<file path="config.mk">
export PLATFORM = sky130hd
export DESIGN_NAME = sfpa_ctrl
export DESIGN_NICKNAME = d
export VERILOG_FILES = /design/src/sfpa_pkg.sv /design/src/sfpa_ctrl.sv
export VERILOG_INCLUDE_DIRS = /design/src /design/src/src
export SDC_FILE = /design/constraint.sdc
export NUM_CORES = 1
export LEC_CHECK = 0
export BUFFER_PORTS_ARGS = -buffer_cell sky130_fd_sc_hd__buf_2
export CAP_MARGIN = 20
export CELL_PAD_IN_SITES_DETAIL_PLACEMENT = 2
export CELL_PAD_IN_SITES_GLOBAL_PLACEMENT = 2
export CORE_UTILIZATION = 31
export DETAILED_ROUTE_END_ITERATION = 8
export PLACE_DENSITY = 0.82
export SETUP_SLACK_MARGIN = 0.15
export SYNTH_ARGS = -nofsm -noshare
export SYNTH_HDL_FRONTEND = slang
export SYNTH_SLANG_ARGS = --single-unit
</file>
<file path="constraint.sdc">
create_clock -name clk -period 2.95 [get_ports clk]
set_input_delay 0.59 -clock clk [delete_from_list [all_inputs] [get_ports clk]]
set_output_delay 0.59 -clock clk [all_outputs]
set_load 0.05 [all_outputs]
</file>
<file path="src/spliced_frameshift_protein_align_top_defines.svh">
// assertion macros shared by the alignment block
`ifndef SPLICED_FRAMESHIFT_PROTEIN_ALIGN_TOP_DEFINES_SVH
`define SPLICED_FRAMESHIFT_PROTEIN_ALIGN_TOP_DEFINES_SVH

// same-cycle implication, checked on clk with reset disabling
`define SFPA_ASSERT_NOW(lbl, cond, prop) \
	lbl: assert property (@(posedge clk) disable iff (!arst_n) (cond) |-> (prop)) \
		else $error("sfpa assertion failed");

// next-cycle implication
`define SFPA_ASSERT_NEXT(lbl, cond, prop) \
	lbl: assert property (@(posedge clk) disable iff (!arst_n) (cond) |=> (prop)) \
		else $error("sfpa assertion failed");

`endif

</file>
<file path="src/sfpa_pkg.sv">
// shared types and codes for the spliced protein alignment block
package sfpa_pkg;

	localparam logic [1:0] REQ_TABLE = 2'd0;
	localparam logic [1:0] REQ_PROT  = 2'd1;
	localparam logic [1:0] REQ_ROW   = 2'd2;

	localparam logic [2:0] CFG_LENGTH     = 3'd0;
	localparam logic [2:0] CFG_GAP_OPEN   = 3'd1;
	localparam logic [2:0] CFG_GAP_EXTEND = 3'd2;
	localparam logic [2:0] CFG_INTRON     = 3'd3;
	localparam logic [2:0] CFG_FRAMESHIFT = 3'd4;

	localparam int TABLE_DEPTH = 1024;
	localparam int ROW_SAT     = 5;

	typedef struct packed {
		logic accept;
		logic row_init;
		logic calc_a;
		logic calc_b;
		logic row_commit;
		logic emit;
		logic clear;
	} cmd_t;

	typedef struct packed {
		logic compute;
		logic out_busy;
	} stat_t;

endpackage

</file>
<file path="src/sfpa_ctrl.sv">
// sequencer for loads, column sweeps, result hand-off and row clearing
`include "spliced_frameshift_protein_align_top_defines.svh"

module sfpa_ctrl #(
	parameter int MAX_PROTEIN = 1024,
	localparam int PW = $clog2(MAX_PROTEIN)
) (
	input  logic            clk,
	input  logic            arst_n,
	input  logic            in_valid,
	output logic            in_ready,
	input  logic [1:0]      req_type,
	input  logic            last_row,
	input  logic [PW-1:0]   lm1,
	input  sfpa_pkg::stat_t stat,
	output sfpa_pkg::cmd_t  cmd,
	output logic [PW-1:0]   addr
);

	typedef enum logic [3:0] {
		ST_IDLE, ST_ROW, ST_RD, ST_TBL, ST_CA, ST_CB, ST_COMMIT, ST_EMIT, ST_CLEAR
	} state_t;

	state_t state_q;
	logic [PW-1:0] addr_q;
	logic last_q;
	logic accept;

	assign in_ready = (state_q == ST_IDLE);
	assign accept = in_valid && in_ready;
	assign addr = addr_q;

	always_comb begin
		cmd = '0;
		cmd.accept = accept;
		cmd.row_init = (state_q == ST_ROW) && stat.compute;
		cmd.calc_a = (state_q == ST_CA);
		cmd.calc_b = (state_q == ST_CB);
		cmd.row_commit = (state_q == ST_COMMIT);
		cmd.emit = (state_q == ST_EMIT) && !stat.out_busy;
		cmd.clear = (state_q == ST_CLEAR);
	end

	always_ff @(posedge clk or negedge arst_n) begin
		if (!arst_n) begin
			state_q <= ST_CLEAR;
			addr_q <= '0;
			last_q <= 1'b0;
		end else begin
			unique case (state_q)
				ST_IDLE: begin
					if (accept && req_type == sfpa_pkg::REQ_ROW) begin
						last_q <= last_row;
						state_q <= ST_ROW;
					end
				end
				ST_ROW: begin
					addr_q <= '0;
					state_q <= stat.compute ? ST_RD : ST_COMMIT;
				end
				ST_RD:  state_q <= ST_TBL;
				ST_TBL: state_q <= ST_CA;
				ST_CA:  state_q <= ST_CB;
				ST_CB: begin
					if (addr_q == lm1) begin
						state_q <= ST_COMMIT;
					end else begin
						addr_q <= addr_q + 1'b1;
						state_q <= ST_RD;
					end
				end
				ST_COMMIT: state_q <= last_q ? ST_EMIT : ST_IDLE;
				ST_EMIT: begin
					if (!stat.out_busy) begin
						addr_q <= '0;
						state_q <= ST_CLEAR;
					end
				end
				ST_CLEAR: begin
					if (addr_q == PW'(MAX_PROTEIN - 1)) begin
						addr_q <= '0;
						state_q <= ST_IDLE;
					end else begin
						addr_q <= addr_q + 1'b1;
					end
				end
				default: state_q <= ST_IDLE;
			endcase
		end
	end

	`SFPA_ASSERT_NOW(a_col_in_range, (state_q == ST_RD || state_q == ST_CB), (addr_q <= lm1))
	`SFPA_ASSERT_NEXT(a_clear_done, (state_q == ST_CLEAR && addr_q == PW'(MAX_PROTEIN - 1)),
		(state_q == ST_IDLE))
	`SFPA_ASSERT_NOW(a_one_cmd, 1'b1,
		$onehot0({cmd.row_init, cmd.calc_a, cmd.calc_b, cmd.row_commit, cmd.emit, cmd.clear}))

endmodule

</file>
==> results.py <==
metrics = {
    "outcome": {
        "outcome": "complete, no violations",
    },
    "global_route": {
        "antenna_found_initial": 0,
        "grt_usage": 0.201,
        "grt_max_degree": 16,
        "grt_pass1_wl_mm": 5.39,
        "grt_pass1_vias": 1113,
        "overflow": 0,
    },
    "clocking": {
        "cts_root_buffer": "clkbuf_4",
        "clock-sinks": 15,
        "cts_tree": "yes",
        "cts_setup_buffers": 0,
        "hold_buffers": 0,
        "clk_path_buf_depth": 2,
        "insertion_delay_ns": 0.29,
        "cts_resized": 0,
        "cts.htree.levels": 1,
        "clkSlewWorstSetupHoldPaths_ns": 0.10,
        "cts-buffers-inserted": 3,
    },
    "cells_and_area": {
        "multi_input_area_um2": 666,
        "fin_cells": 201,
        "num_antenna_cells": 0,
        "syn2layout_area_growth_pct": 20.6,
        "final_common_cell": "buf_2",
        "regArea_um2": 377,
        "final.fill_count": 406,
        "final_cell_mix": "buf_2 (35), dfrtp_1 (14), nand2_1 (12)",
        "layout.nets": 175,
        "drive_gt1_frac": 0.348,
    },
    "setup_path": {
        "cp.required_ns": 2.36,
        "startpoint_type": "register",
        "worst-path-max-fanout": 15,
        "criticalPathCategory": "register to output pin",
        "endpoint_kind": "output pin",
        "crit_arrival_ns": 1.89,
    },
    "placed_design": {
        "dp_cells": 197,
        "hpwl_mm": 2.64,
        "io_buffers": 35,
        "gp_congestion": 0.788,
    },
    "route": {
        "drc": 0,
        "wl_met2_mm": 1.74,
        "met3_length_um": 115,
        "top_layer": "met4",
        "initialDrtViolationCount": 42,
        "first_pass_iters": 4,
        "routed_via_density": 5.34,
        "wl_met1_mm": 1.38,
        "wirelength_mm": 3.33,
        "dr_total_vias": 1074,
        "antenna_left": 0,
        "wl_per_cell_um": 16.6,
    },
    "synth": {
        "ys_types": 42,
        "synth_ff_type": "dfrtp_1",
        "ys_ff_latch": 15,
        "yosys_warnings": 0,
        "synth-edff-count": 0,
        "syn_inst": 125,
        "synthArstFlopShare": 1.00,
        "yosysSeqAreaShare": 0.341,
        "avgSynthCellArea_um2": 8.84,
        "syn-cell-area_mm2": 0.00110,
        "syn_nets": 144,
    },
    "die": {
        "num_rows": 21,
        "die_h_um": 61.7,
        "start_util": 0.328,
        "fp.dieW_um": 61.7,
        "die_area_mm2": 0.00381,
        "core_area_mm2": 0.00336,
        "io_pins": 36,
    },
    "timing": {
        "hold_viol": 0,
        "rsz0062_at_grt": "no",
        "fin_crit_ns": 2.48,
        "timing.final.crit_share": 0.840,
        "achievable-frequency_mhz": 404,
        "setup-violations-final": 0,
        "slew_headroom": 0.640,
        "tightest_slew_ns": 0.541,
        "maxSlewViolCount": 0,
        "setup_tns_ns": 0,
        "clock_skew_ns": 0.00686,
    },
    "flow_run": {
        "drv_cap": 0,
    },
    "power_and_ir_drop": {
        "pwr-share-seq": 0.577,
        "leakagePower_nw": 0.575,
        "comb_power_share": 0.080,
        "intPower_mw": 0.270,
        "switching_power_mw": 0.0866,
        "clkPwrFrac": 0.343,
        "ir_drop_mv": 0.163,
        "swShare": 0.243,
        "powerDensity_mw_per_mm2": 267,
    },
    "min_path": {
        "hold_path.class": "input port to async pin",
    },
}
synth_stat cells (3+ instances only):
| library cell | count | area, um2 |
|---|---|---|
| dfrtp_1 | 14 | 350 |
| nand2_1 | 12 | 45.0 |
| xnor2_1 | 10 | 87.6 |
| nand3_1 | 9 | 45.0 |
| inv_1 | 6 | 22.5 |
| nor2_1 | 6 | 22.5 |
| buf_2 | 5 | 25.0 |
| nand4_1 | 5 | 31.3 |
| o21ai_0 | 5 | 25.0 |
| a31oi_1 | 4 | 25.0 |
| o31ai_1 | 4 | 30.0 |
| a21oi_1 | 3 | 15.0 |
| o21ai_1 | 3 | 15.0 |
| o311ai_1 | 3 | 26.3 |
logic make-up after synthesis:
logic type | after synthesis | synth area share
compound gates | 28 | 0.173
fa+ha+maj | 1 | 0.0113
simple gates | 54 | 0.311
buf+inv | 16 | 0.0736
xor+xnor | 10 | 0.0793
mux | 1 | 0.0102
flops | 15 | 0.341
critical path, cell delays in order (launching register included):
cell      delay [ns]
dfrtp_1         0.69
nor4bb_1        0.43
and2_1          0.21
buf_2           0.27
area by class of cell:
type | count | area share
clock buffers | 3 | 0.0169
clock inverters | 1 | 0.00376
inverters | 6 | 0.0169
multi-input cells | 94 | 0.500
flip-flops and latches | 15 | 0.283
well taps | 46 | 0.0432
repair buffers | 36 | 0.137
sequential cells by signal, summed over array words and instances (netlist names):
register  count
last_q        1
addr         10
state_q       4
power groups by stage:
| stage | registers (mW) | logic (mW) | clock network (mW) |
|---|---|---|---|
| 5_1_grt | 0.206 | 0.0314 | 0.137 |
| 3_3_place_gp | 0.210 | 0.0268 | 0 |
| 4_1_cts | 0.206 | 0.0293 | 0.125 |
| 2_1_floorplan | 0.210 | 0.00883 | 0 |
| 3_5_place_dp | 0.210 | 0.0290 | 0 |
| 6_report | 0.206 | 0.0285 | 0.122 |
through the flow:
| stage | setup WS [ns] | power (mW) | instance area [um2] | hold WS, ns | utilization |
|---|---|---|---|---|---|
| after CTS | 0.449 | 0.360 | 1330 | 0.197 | 0.396 |
| after floorplan | 0.404 | 0.218 | 1120 | 0.294 | - |
| final | 0.472 | 0.356 | 1330 | 0.190 | 0.396 |
| after global routing | 0.333 | 0.374 | 1330 | 0.204 | 0.396 |
| after global placement | 0.908 | 0.236 | 1310 | 0.528 | 0.388 |
| after detailed placement | 0.779 | 0.239 | 1310 | 0.521 | 0.388 |
per-layer routing:
metal | up-vias | GRT usage
met2 | 27 | 0.359
met3 | 11 | 0.0290
met5 | - | 0
met4 | 0 | 0.0984
met1 | 519 | 0.234
li1 | 517 | -
worst paths after layout:
check | from | end | slack (ns) | depth (start not counted)
max in group asynchronous | arst_n | state_q[3] | 2.45 | 1
worst max-delay path | state_q[0] | cmd[1] | 0.47 | 3
worst min-delay path | arst_n | addr[7] | 0.19 | 1
min in group clk | last_row | last_q | 0.52 | 2
worst max register to register | state_q[0] | addr[9] | 0.97 | 6
worst min register to register | last_q | last_q | 0.55 | 1
Power figures use the tool's default switching activity.
